[src/hdl/tpmf_pkg.sv]
package tpmf_pkg;

	// Widths of the raw and scaled sample and of the reported position.
	localparam int unsigned RAW_W    = 10;
	localparam int unsigned SCALED_W = 7;
	localparam int unsigned POS_W    = 8;

	// Scaling drops the low bits of the raw reading.
	localparam int unsigned SCALE_SHIFT = 3;

	// Position is reported as full scale minus the median.
	localparam logic [POS_W-1:0] FULL_SCALE = 8'd128;

	// Threshold value after reset.
	localparam logic [SCALED_W-1:0] THRESHOLD_RESET = 7'd10;

	// One classified sample, as passed from the front end to the sorter.
	typedef struct packed {
		logic [SCALED_W-1:0] value;
		logic                is_y;
		logic                last;
	} sample_item_t;

	// Status of the queue between front and back.
	typedef struct packed {
		logic full;
		logic empty;
	} queue_status_t;

endpackage

[src/hdl/tpmf_intf.sv]
// Raw ADC sample stream.
interface tpmf_sample_if;
	logic                          valid;
	logic                          ready;
	logic [tpmf_pkg::RAW_W-1:0]    sample;

	modport source (output valid, output sample, input ready);
	modport sink   (input valid, input sample, output ready);
endinterface

// Filtered touch point stream.
interface tpmf_point_if;
	logic                          valid;
	logic                          ready;
	logic [tpmf_pkg::POS_W-1:0]    x_position;
	logic [tpmf_pkg::POS_W-1:0]    y_position;
	logic                          pressed;

	modport source (output valid, output x_position, output y_position, output pressed,
		input ready);
	modport sink   (input valid, input x_position, input y_position, input pressed,
		output ready);
endinterface

// Threshold register write channel.
interface tpmf_cfg_if;
	logic                           valid;
	logic                           ready;
	logic [tpmf_pkg::SCALED_W-1:0]  pressure_threshold;

	modport source (output valid, output pressure_threshold, input ready);
	modport sink   (input valid, input pressure_threshold, output ready);
endinterface

[src/hdl/tpmf_front.sv]
module tpmf_front #(
	parameter int unsigned N = 8
) (
	input  logic                   clk,
	input  logic                   arst_n,
	input  logic                   in_valid,
	input  logic [tpmf_pkg::RAW_W-1:0] in_sample,
	output logic                   in_ready,
	input  tpmf_pkg::queue_status_t q_status,
	output logic                   push,
	output tpmf_pkg::sample_item_t push_item
);

	localparam int unsigned CNT_W = $clog2(2 * N);

	logic [CNT_W-1:0] cnt_q;
	logic             last_of_point;

	// A sample is taken whenever the queue has room.
	assign in_ready = !q_status.full;
	assign push     = in_valid && in_ready;

	// Scale the sample and tag it with its axis and end-of-axis mark.
	assign last_of_point   = (cnt_q == CNT_W'(2 * N - 1));
	assign push_item.value = in_sample[tpmf_pkg::RAW_W-1:tpmf_pkg::SCALE_SHIFT];
	assign push_item.is_y  = (cnt_q >= CNT_W'(N));
	assign push_item.last  = (cnt_q == CNT_W'(N - 1)) || last_of_point;

	// Position of the sample within the current point.
	always_ff @(posedge clk or negedge arst_n) begin
		if (!arst_n) begin
			cnt_q <= '0;
		end else if (push) begin
			if (last_of_point) begin
				cnt_q <= '0;
			end else begin
				cnt_q <= cnt_q + 1'b1;
			end
		end
	end

endmodule

[src/hdl/tpmf_queue.sv]
module tpmf_queue (
	input  logic                    clk,
	input  logic                    arst_n,
	input  logic                    push,
	input  tpmf_pkg::sample_item_t  push_item,
	input  logic                    pop,
	output tpmf_pkg::sample_item_t  pop_item,
	output tpmf_pkg::queue_status_t status
);

	tpmf_pkg::sample_item_t entry_q [2];
	logic                   wr_ptr_q;
	logic                   rd_ptr_q;
	logic [1:0]             count_q;

	assign status.full  = (count_q == 2'd2);
	assign status.empty = (count_q == 2'd0);
	assign pop_item     = entry_q[rd_ptr_q];

	// Entry storage.
	always_ff @(posedge clk) begin
		if (push) begin
			entry_q[wr_ptr_q] <= push_item;
		end
	end

	// Pointers and fill level.
	always_ff @(posedge clk or negedge arst_n) begin
		if (!arst_n) begin
			wr_ptr_q <= 1'b0;
			rd_ptr_q <= 1'b0;
			count_q  <= 2'd0;
		end else begin
			if (push) begin
				wr_ptr_q <= !wr_ptr_q;
			end
			if (pop) begin
				rd_ptr_q <= !rd_ptr_q;
			end
			if (push && !pop) begin
				count_q <= count_q + 2'd1;
			end else if (pop && !push) begin
				count_q <= count_q - 2'd1;
			end
		end
	end

endmodule

[src/hdl/tpmf_sorter.sv]
module tpmf_sorter #(
	parameter int unsigned N = 8
) (
	input  logic                              clk,
	input  logic                              arst_n,
	input  tpmf_pkg::queue_status_t           q_status,
	input  tpmf_pkg::sample_item_t            pop_item,
	output logic                              pop,
	input  logic [tpmf_pkg::SCALED_W-1:0]     threshold,
	output logic                              out_valid,
	input  logic                              out_ready,
	output logic [tpmf_pkg::POS_W-1:0]        x_position,
	output logic [tpmf_pkg::POS_W-1:0]        y_position,
	output logic                              pressed
);

	localparam int unsigned FILL_W = $clog2(N);
	localparam int unsigned MED    = (N - 1) / 2;

	logic [tpmf_pkg::SCALED_W-1:0] cell_q    [N];
	logic [tpmf_pkg::SCALED_W-1:0] cell_next [N];
	logic [N-1:0]                  le;
	logic [FILL_W-1:0]             fill_q;
	logic [tpmf_pkg::SCALED_W-1:0] held_x_q;
	logic [tpmf_pkg::SCALED_W-1:0] median;
	logic                          emit;
	logic                          out_valid_q;
	logic [tpmf_pkg::POS_W-1:0]    x_pos_q;
	logic [tpmf_pkg::POS_W-1:0]    y_pos_q;
	logic                          pressed_q;

	// A Y end-of-axis item needs a free output register; others proceed whenever queued.
	assign pop  = !q_status.empty &&
		(!(pop_item.last && pop_item.is_y) || !out_valid_q || out_ready);
	assign emit = pop && pop_item.last && pop_item.is_y;

	// Insertion cells: occupied cells not above the new value keep their place,
	// the first larger one takes the new value and the rest shift up by one.
	always_comb begin
		for (int i = 0; i < N; i++) begin
			le[i] = (FILL_W'(i) < fill_q) && (cell_q[i] <= pop_item.value);
		end
		for (int i = 0; i < N; i++) begin
			if (le[i]) begin
				cell_next[i] = cell_q[i];
			end else if (i == 0) begin
				cell_next[i] = pop_item.value;
			end else if (le[i-1]) begin
				cell_next[i] = pop_item.value;
			end else begin
				cell_next[i] = cell_q[i-1];
			end
		end
	end

	// The lower median sits at a fixed cell once the axis is complete.
	assign median = cell_next[MED];

	always_ff @(posedge clk) begin
		if (pop) begin
			for (int i = 0; i < N; i++) begin
				cell_q[i] <= cell_next[i];
			end
		end
	end

	// Number of cells filled in the current axis.
	always_ff @(posedge clk or negedge arst_n) begin
		if (!arst_n) begin
			fill_q <= '0;
		end else if (pop) begin
			if (pop_item.last) begin
				fill_q <= '0;
			end else begin
				fill_q <= fill_q + 1'b1;
			end
		end
	end

	// X median is held until the Y axis is done.
	always_ff @(posedge clk or negedge arst_n) begin
		if (!arst_n) begin
			held_x_q <= '0;
		end else if (pop && pop_item.last && !pop_item.is_y) begin
			held_x_q <= median;
		end
	end

	// Output register holding one finished point until its transfer.
	always_ff @(posedge clk or negedge arst_n) begin
		if (!arst_n) begin
			out_valid_q <= 1'b0;
		end else if (emit) begin
			out_valid_q <= 1'b1;
		end else if (out_ready) begin
			out_valid_q <= 1'b0;
		end
	end

	always_ff @(posedge clk) begin
		if (emit) begin
			x_pos_q   <= tpmf_pkg::FULL_SCALE - {1'b0, held_x_q};
			y_pos_q   <= tpmf_pkg::FULL_SCALE - {1'b0, median};
			pressed_q <= (held_x_q > threshold) && (median > threshold);
		end
	end

	assign out_valid  = out_valid_q;
	assign x_position = x_pos_q;
	assign y_position = y_pos_q;
	assign pressed    = pressed_q;

endmodule

[src/hdl/touch_point_median_filter_core.sv]
// Median filter for a resistive touch panel. Raw 10-bit ADC samples arrive on
// the samples channel: the first N of each point are X readings, the next N are
// Y readings. Each reading is scaled to 7 bits and inserted into a sorted row
// of N cells; after the last reading of an axis the lower median (sorted index
// (N-1)/2) is taken. After the 2N-th reading one point is sent on the points
// channel with 128 minus each median and a pressed flag, set when both medians
// exceed the pressure threshold written on the cfg channel (reset value 10).
// A sample is taken in every cycle while the two-entry queue between intake
// and sorter has room, and the sorter retires one sample a cycle; it only
// waits when a finished point is still held in the output register and the
// next point completes, so throughput is one sample per cycle, with a finished
// point presented in the cycle after its last sample is sorted.
module touch_point_median_filter_core #(
	parameter int unsigned N = 8
) (
	input  logic                clk,
	input  logic                arst_n,
	tpmf_sample_if.sink         samples,
	tpmf_point_if.source        points,
	tpmf_cfg_if.sink            cfg
);

	logic                          push;
	logic                          pop;
	tpmf_pkg::sample_item_t        push_item;
	tpmf_pkg::sample_item_t        pop_item;
	tpmf_pkg::queue_status_t       q_status;
	logic [tpmf_pkg::SCALED_W-1:0] threshold_q;

	// Threshold register; writes are always taken.
	assign cfg.ready = 1'b1;

	always_ff @(posedge clk or negedge arst_n) begin
		if (!arst_n) begin
			threshold_q <= tpmf_pkg::THRESHOLD_RESET;
		end else if (cfg.valid) begin
			threshold_q <= cfg.pressure_threshold;
		end
	end

	// Intake and classification.
	tpmf_front #(.N(N)) u_front (
		.clk       (clk),
		.arst_n    (arst_n),
		.in_valid  (samples.valid),
		.in_sample (samples.sample),
		.in_ready  (samples.ready),
		.q_status  (q_status),
		.push      (push),
		.push_item (push_item)
	);

	// Decoupling queue.
	tpmf_queue u_queue (
		.clk       (clk),
		.arst_n    (arst_n),
		.push      (push),
		.push_item (push_item),
		.pop       (pop),
		.pop_item  (pop_item),
		.status    (q_status)
	);

	// Sorting cells, medians and output register.
	tpmf_sorter #(.N(N)) u_sorter (
		.clk        (clk),
		.arst_n     (arst_n),
		.q_status   (q_status),
		.pop_item   (pop_item),
		.pop        (pop),
		.threshold  (threshold_q),
		.out_valid  (points.valid),
		.out_ready  (points.ready),
		.x_position (points.x_position),
		.y_position (points.y_position),
		.pressed    (points.pressed)
	);

endmodule

[src/flat_wrapper.sv]
// flat-port wrapper written by rule: the top's interface ports become plain ports
module touch_point_median_filter_core_flat 
#(
	parameter int unsigned N = 8
)
  (clk, arst_n, samples_valid, samples_sample, samples_ready, points_valid, points_x_position, points_y_position, points_pressed, points_ready, cfg_valid, cfg_pressure_threshold, cfg_ready);
  tpmf_sample_if samples_i ();
  tpmf_point_if points_i ();
  tpmf_cfg_if cfg_i ();
  input  logic clk;
  input  logic arst_n;
  input wire logic [$bits(samples_i.valid)-1:0] samples_valid;
  input wire logic [$bits(samples_i.sample)-1:0] samples_sample;
  output wire logic [$bits(samples_i.ready)-1:0] samples_ready;
  output wire logic [$bits(points_i.valid)-1:0] points_valid;
  output wire logic [$bits(points_i.x_position)-1:0] points_x_position;
  output wire logic [$bits(points_i.y_position)-1:0] points_y_position;
  output wire logic [$bits(points_i.pressed)-1:0] points_pressed;
  input wire logic [$bits(points_i.ready)-1:0] points_ready;
  input wire logic [$bits(cfg_i.valid)-1:0] cfg_valid;
  input wire logic [$bits(cfg_i.pressure_threshold)-1:0] cfg_pressure_threshold;
  output wire logic [$bits(cfg_i.ready)-1:0] cfg_ready;
  assign samples_i.valid = samples_valid;
  assign samples_i.sample = samples_sample;
  assign samples_ready = samples_i.ready;
  assign points_valid = points_i.valid;
  assign points_x_position = points_i.x_position;
  assign points_y_position = points_i.y_position;
  assign points_pressed = points_i.pressed;
  assign points_i.ready = points_ready;
  assign cfg_i.valid = cfg_valid;
  assign cfg_i.pressure_threshold = cfg_pressure_threshold;
  assign cfg_ready = cfg_i.ready;
  touch_point_median_filter_core #(.N(N)) u_core (.clk(clk), .arst_n(arst_n), .samples(samples_i), .points(points_i), .cfg(cfg_i));
endmodule
[config.mk]
export PLATFORM = sky130hd
export DESIGN_NAME = touch_point_median_filter_core_flat
export DESIGN_NICKNAME = d
export VERILOG_FILES = /design/src/hdl/tpmf_pkg.sv /design/src/hdl/tpmf_intf.sv /design/src/hdl/tpmf_front.sv /design/src/hdl/tpmf_queue.sv /design/src/hdl/tpmf_sorter.sv /design/src/hdl/touch_point_median_filter_core.sv /design/src/flat_wrapper.sv
export SDC_FILE = /design/constraint.sdc
export NUM_CORES = 1
export LEC_CHECK = 0
export ABC_AREA = 1
export ABC_CLOCK_PERIOD_IN_PS = 3500
export BUFFER_PORTS_ARGS = -buffer_cell sky130_fd_sc_hd__buf_2
export CAP_MARGIN = 0
export CORE_MARGIN = 2
export CORE_UTILIZATION = 60
export DETAILED_ROUTE_END_ITERATION = 10
export PLACE_DENSITY = 0.8
export SYNTH_ARGS = -nofsm -noshare
export SYNTH_HDL_FRONTEND = slang
export SYNTH_HIERARCHICAL = 1
export SYNTH_SLANG_ARGS = --single-unit
export TNS_END_PERCENT = 5
[constraint.sdc]
create_clock -name clk -period 3.5 [get_ports clk]
set_input_delay 0.35 -clock clk [delete_from_list [all_inputs] [get_ports clk]]
set_output_delay 0.35 -clock clk [all_outputs]
set_load 0.02 [all_outputs]
* After elaboration in Yosys (flattened, before gate mapping)
Memories as Yosys holds them, arrays and structs flattened. Index checks and enable logic that the tools add are counted.
Word-level totals: register bits 43, bits in writable memories 74, bits of input ports 22, logic and storage cells 98, memories 2
Operators by class: $add $sub $neg 6, magnitude comparators 19, equality and inequality tests 3, multiplexer cells 25, reduce and logical (&&, ||, !) cells 32
Memories:
- u_core.u_sorter.cell_q | depth 8, bits a word 7, rd ports 8, clocked after Yosys merged registers in 0, wr ports 8, RTL line tpmf_sorter.sv:20 | logic [tpmf_pkg::SCALED_W-1:0] cell_q [N];
- u_core.u_queue.entry_q | depth 2, bits a word 9, rd ports 1, clocked after Yosys merged registers in 0, wr ports 1, RTL line tpmf_queue.sv:11 | tpmf_pkg::sample_item_t entry_q [2];
Operators with widths (number):
- two-way mux 7 bit | 15
- <= comparator 7 bit | 8
- logical AND 1 bit | 17
- subtractor 8 x 7 -> 8 bit (first input constant) | 2
- greater-than comparator 7 bit | 2
- less-than comparator 3 bit (first input constant) | 4
- logical NOT 1 bit | 9
- less-than comparator 1 x 3 -> 1 bit (first input constant) | 2
- less-than comparator 2 x 3 -> 1 bit (first input constant) | 2
- two-way mux 1 bit | 6
- adder 4 x 1 -> 4 bit (second input constant) | 1
- == test 4 x 3 -> 1 bit (second input constant) | 1
- == test 4 bit (second input constant) | 1
- greater-or-equal comparator 4 bit (second input constant) | 1
- two-way mux 2 bit | 2
- two-way mux 4 bit | 1
- nonzero test 2 bit | 2
- adder 3 x 1 -> 3 bit (second input constant) | 1
- logical OR 1 bit | 3
- two-way mux 3 bit | 1
- adder 2 x 1 -> 2 bit (second input constant) | 1
- == test 2 bit (second input constant) | 1
- logical NOT 2 bit | 1
- subtractor 2 x 1 -> 2 bit (second input constant) | 1

* Longest topological paths before layout
An unclocked memory read counts as a cell.
depth in word-level cells 9, depth in mapped cells 21

* Modules after synthesis
Netlist, hierarchy kept.
By module, submodules not included:
- tpmf_sorter | instances 1, cells each 359, area each 3488.3 um^2, seq. area each 1626.6 um^2
- tpmf_queue | instances 1, cells each 53, area each 893.4 um^2, seq. area each 640.6 um^2
- tpmf_front | instances 1, cells each 38, area each 295.3 um^2, seq. area each 100.1 um^2
- touch_point_median_filter_core | instances 1, cells each 32, area each 282.8 um^2, seq. area each 177.7 um^2

* Worst setup path after synthesis
Ideal clock, no wire load.
kind register to register, start register u_core.u_queue.rd_ptr_q, end register u_core.u_sorter.pressed_q (netlist: u_core/u_sorter/pressed) (data pin), data arrival time 2901 ps, setup slack 338 ps, cell stages (with the launch flop) 22, cell sequence dfrtp_1 > buf_6 > mux2_4 > inv_1 > ha_1 > nand2_2 > inv_1 > a21oi_1 > nand2_1 > nand2_2 > nand2_4 > buf_6 > a21oi_1 > o21ai_1 > o21ai_1 > inv_1 > ha_1 > nand2_1 > nor2_1 > nand2_1 > o21ai_0 > a21oi_1
RTL lines:
- from (decl) | RTL line tpmf_queue.sv:13 | logic rd_ptr_q;
- from (signal assigned) | RTL line tpmf_queue.sv:38 | rd_ptr_q <= !rd_ptr_q;
- to (signal assigned) | RTL line tpmf_sorter.sv:104 | pressed_q <= (held_x_q > threshold) && (median > threshold);
- to (decl) | RTL line tpmf_sorter.sv:30 | logic pressed_q;

==> flow_summary.ini <==
[global_routing]
grt_pass1_vias = 3325
grt_pass1_wl_um = 14600
antenna_found_initial = 0
met2_usage_pct = 35.4
globalRouteMet3Util_pct = 3.67
grt_busiest_layer = met2
grt-ovfl-total = 0
gr-usage-met1_pct = 26.6
grt_use_total_pct = 21.1
grt_max_degree = 27

[synthesis]
synth_top_flop_cell = edfxtp_1
yosysUniqueCellTypes = 36
seq_area_frac_synth_pct = 51.3
ys_top_cells_by_area = edfxtp_1 38%, dfrtp_1 12%, ha_1 12%
synth_top_area_share_pct = 38.1
synthesis.area_um2 = 4960
syn_inst = 482
synth_edf_count = 63
async_flop_share_pct = 29.2
syn-num-nets = 551
synth_top_area_cell = edfxtp_1
avgSynthCellArea_um2 = 10.3
ys_ff_latch = 89
yosys_warnings = 6

[routing]
wl_per_cell_um = 13.5
drc_errors = 0
vias = 3441
drt_iter0_markers = 147
via_per_inst = 5.29
drt_wl_total_um = 8790
dr.pass1.iters = 4
antenna_left = 0

[placement]
gp_congestion = 0.921
portBuffers = 37
hpwl_um = 6810
dp_cells = 629

[floorplan]
fp.dieH_um = 94.9
start_util_pct = 61.0
fp.dieW_um = 94.9
die_area_um2 = 9010
core_um2 = 8130
io_pins = 42
rows = 33

[critical_path]
cp_data_arrival_time_ns = 3.39
rr_worst_depth = 19
crit_slowest_cell = dfrtp_2
rr_endpoint = u_core/u_sorter/pressed
crit_family = simple AND/OR/NAND/NOR gates
cp-start-kind = register
critPathMaxStageDelay_ns = 0.47
path_buf_inv = 4
r2r_start = u_core/u_queue/rd_ptr_q
r2r_slack_ns = 0.21
critPathRequiredTime_ns = 3.60
worstSetupPathType = reg -> reg
crit_path_frequent_cell = nand2_1
crit_fanout = 9
endpoint_kind = register
cp_cell_sequence = buf_4 > mux2_4 > inv_1 > ha_1 > nand3_1 > nand2_1 > nand2_1 > nand2_1 > nand2_2 > nand2_4 > buf_4 > o211ai_1 > o21ai_4 > inv_1 > ha_1 > nand4_1 > nand2_1 > nand2_1 > a21oi_1

[timing]
layout_min_cycle_time_ns = 3.29
fmax_mhz = 304
finalSetupViolations = 0
hold_ws_ns = 0.185
period_share_pct = 93.9
finalClockSkew_ns = 0.0139
slew_headroom_pct = 51.9
rsz0062_at_grt = no
hold_viol_final = 0
slew_violations = 0
worst_pin_slew_ns = 0.716
timing.setup.tns_ns = 0

[final_layout]
layout.cells.non_filler = 650
drive_gt1_share_pct = 22.6
area_delta_synth_final_pct = 13.1
post-route-util_pct = 69.0
n_antenna_cell = 0
multi_input_area_um2 = 2070
regArea_um2 = 2550
layout.nets = 609
fillers = 584

[min_path]
hold_end = u_core/threshold_q[3]
hold_depth = 3
hp-start = cfg_pressure_threshold[3]
hold_class = in -> reg

[clocking]
clk_pin_slew_worst_paths_ns = 0.09
cts_root_buffer = clkbuf_8
cts-htree-levels = 3
cts_tree = yes
clock_path_buffers = 2
worstSkewPairLatency_ns = 0.35
cts_buffers = 9
cts.sinks = 89

[run]
maxCapViolCount = 0

[status]
status = completed
-- Yosys cell counts (all sizes together), types with 2 or more instances --
cell,n
xnor2,4
nand2,108
dfrtp,24
dfstp,2
buf,12
edfxtp,63
xor2,8
clkbuf,3
mux2,9
inv,69
a21oi,21
nand3,20
nand4,12
ha,47
o211ai,5
nor2,22
o21ai,45
-- cells in the final DEF, fill, tap and decap left out, types with 8 or more instances in the layout --
| master | synthesis | layout |
|---|---|---|
| nand4_1 | 12 | 12 |
| buf_2 | 0 | 37 |
| inv_1 | 65 | 60 |
| clkbuf_8 | 0 | 9 |
| ha_1 | 47 | 45 |
| mux2_4 | 9 | 9 |
| nand2_1 | 99 | 99 |
| dfrtp_1 | 24 | 23 |
| nand3_1 | 19 | 19 |
| edfxtp_1 | 63 | 63 |
| buf_4 | 8 | 24 |
| xor2_1 | 8 | 8 |
| nor2_1 | 17 | 16 |
| a21oi_1 | 21 | 21 |
| o21ai_0 | 34 | 33 |
-- state kept, by name, summed over array words and instances, names as in the netlist --
register                    count
u_core/u_sorter/fill_q          3
u_core/u_sorter/cell_q         28
u_core/u_queue/count_q          2
u_core/u_sorter/held_x_q        7
u_core/u_queue/wr_ptr_q         1
u_core/u_sorter/y_position      8
u_core/threshold_q              7
u_core/u_sorter/x_position      8
u_core/u_queue/rd_ptr_q         1
u_core/u_sorter/pressed         1
u_core/u_front/cnt_q            4
u_core/u_queue/entry_q         18
u_core/u_sorter/out_valid       1
-- cells by family after synthesis --
logic type	after synthesis	synth area share, %
simple gates	164	15.3
compound gates	75	9.01
mux	9	2.72
xor+xnor	12	2.12
other cells	1	0.0756
buf+inv	85	7.64
fa+ha+maj	47	11.9
flops	89	51.3
-- what timing repair did --
action | 4_1_cts | 5_1_grt
endpoints found under the setup margin | 1 | 2
setup buffers | 0 | 4
hold endpoints to repair | 8 | 0
gates resized for setup | 1 | 12
pin swaps | 0 | 1
hold buffers | 1 | 0
-- per-stage QoR --
step | cell area (µm²) | worst slack [ns]
after CTS | 5530 | 0.0641
after global placement | 5310 | 0.130
after global routing | 5610 | 0.00687
after detailed placement | 5310 | -0.00291
final | 5610 | 0.213
after floorplan | 4960 | 0.338
-- worst register-to-register path, cell delays in order (launching register included) --
cell and delay [ns]:
dfrtp_2 0.47, buf_4 0.18, mux2_4 0.30, inv_1 0.16, ha_1 0.28, nand3_1 0.10
nand2_1 0.06, nand2_1 0.05, nand2_1 0.06, nand2_2 0.11, nand2_4 0.10, buf_4 0.17
o211ai_1 0.27, o21ai_4 0.14, inv_1 0.10, ha_1 0.25, nand4_1 0.10, nand2_1 0.05
nand2_1 0.05, a21oi_1 0.06
-- worst max path at each step --
stage	startpoint	to	slack, ns	cells past startpoint
floorplan	u_core/u_queue/rd_ptr_q	u_core/u_sorter/pressed	0.34	21
global placement	u_core/u_queue/rd_ptr_q	u_core/u_sorter/pressed	0.13	19
detailed placement	u_core/u_queue/rd_ptr_q	u_core/u_sorter/pressed	-0.003	19
CTS	u_core/u_queue/rd_ptr_q	u_core/u_sorter/pressed	0.06	19
global route	u_core/u_queue/rd_ptr_q	u_core/u_sorter/pressed	0.007	19
finish	u_core/u_queue/rd_ptr_q	u_core/u_sorter/pressed	0.21	19
-- cell type report --
cell class	count	share of cell area, %
clock buffer	11	2.34
multi-input combinational	308	36.9
inverter	70	4.95
timing repair buffer	62	6.69
sequential	89	45.4
tap	105	2.34
clock inverter	5	1.43
-- layer usage --
metal / wire (µm) / vias to the layer above
li1: - / 1740
met1: 3740 / 1609
met2: 4420 / 75
met3: 451 / 17
met4: 173 / 0
met5: 0 / -
Power is not shown: default switching activity piles up to over one toggle a cycle in this logic, so the estimate is an artifact.
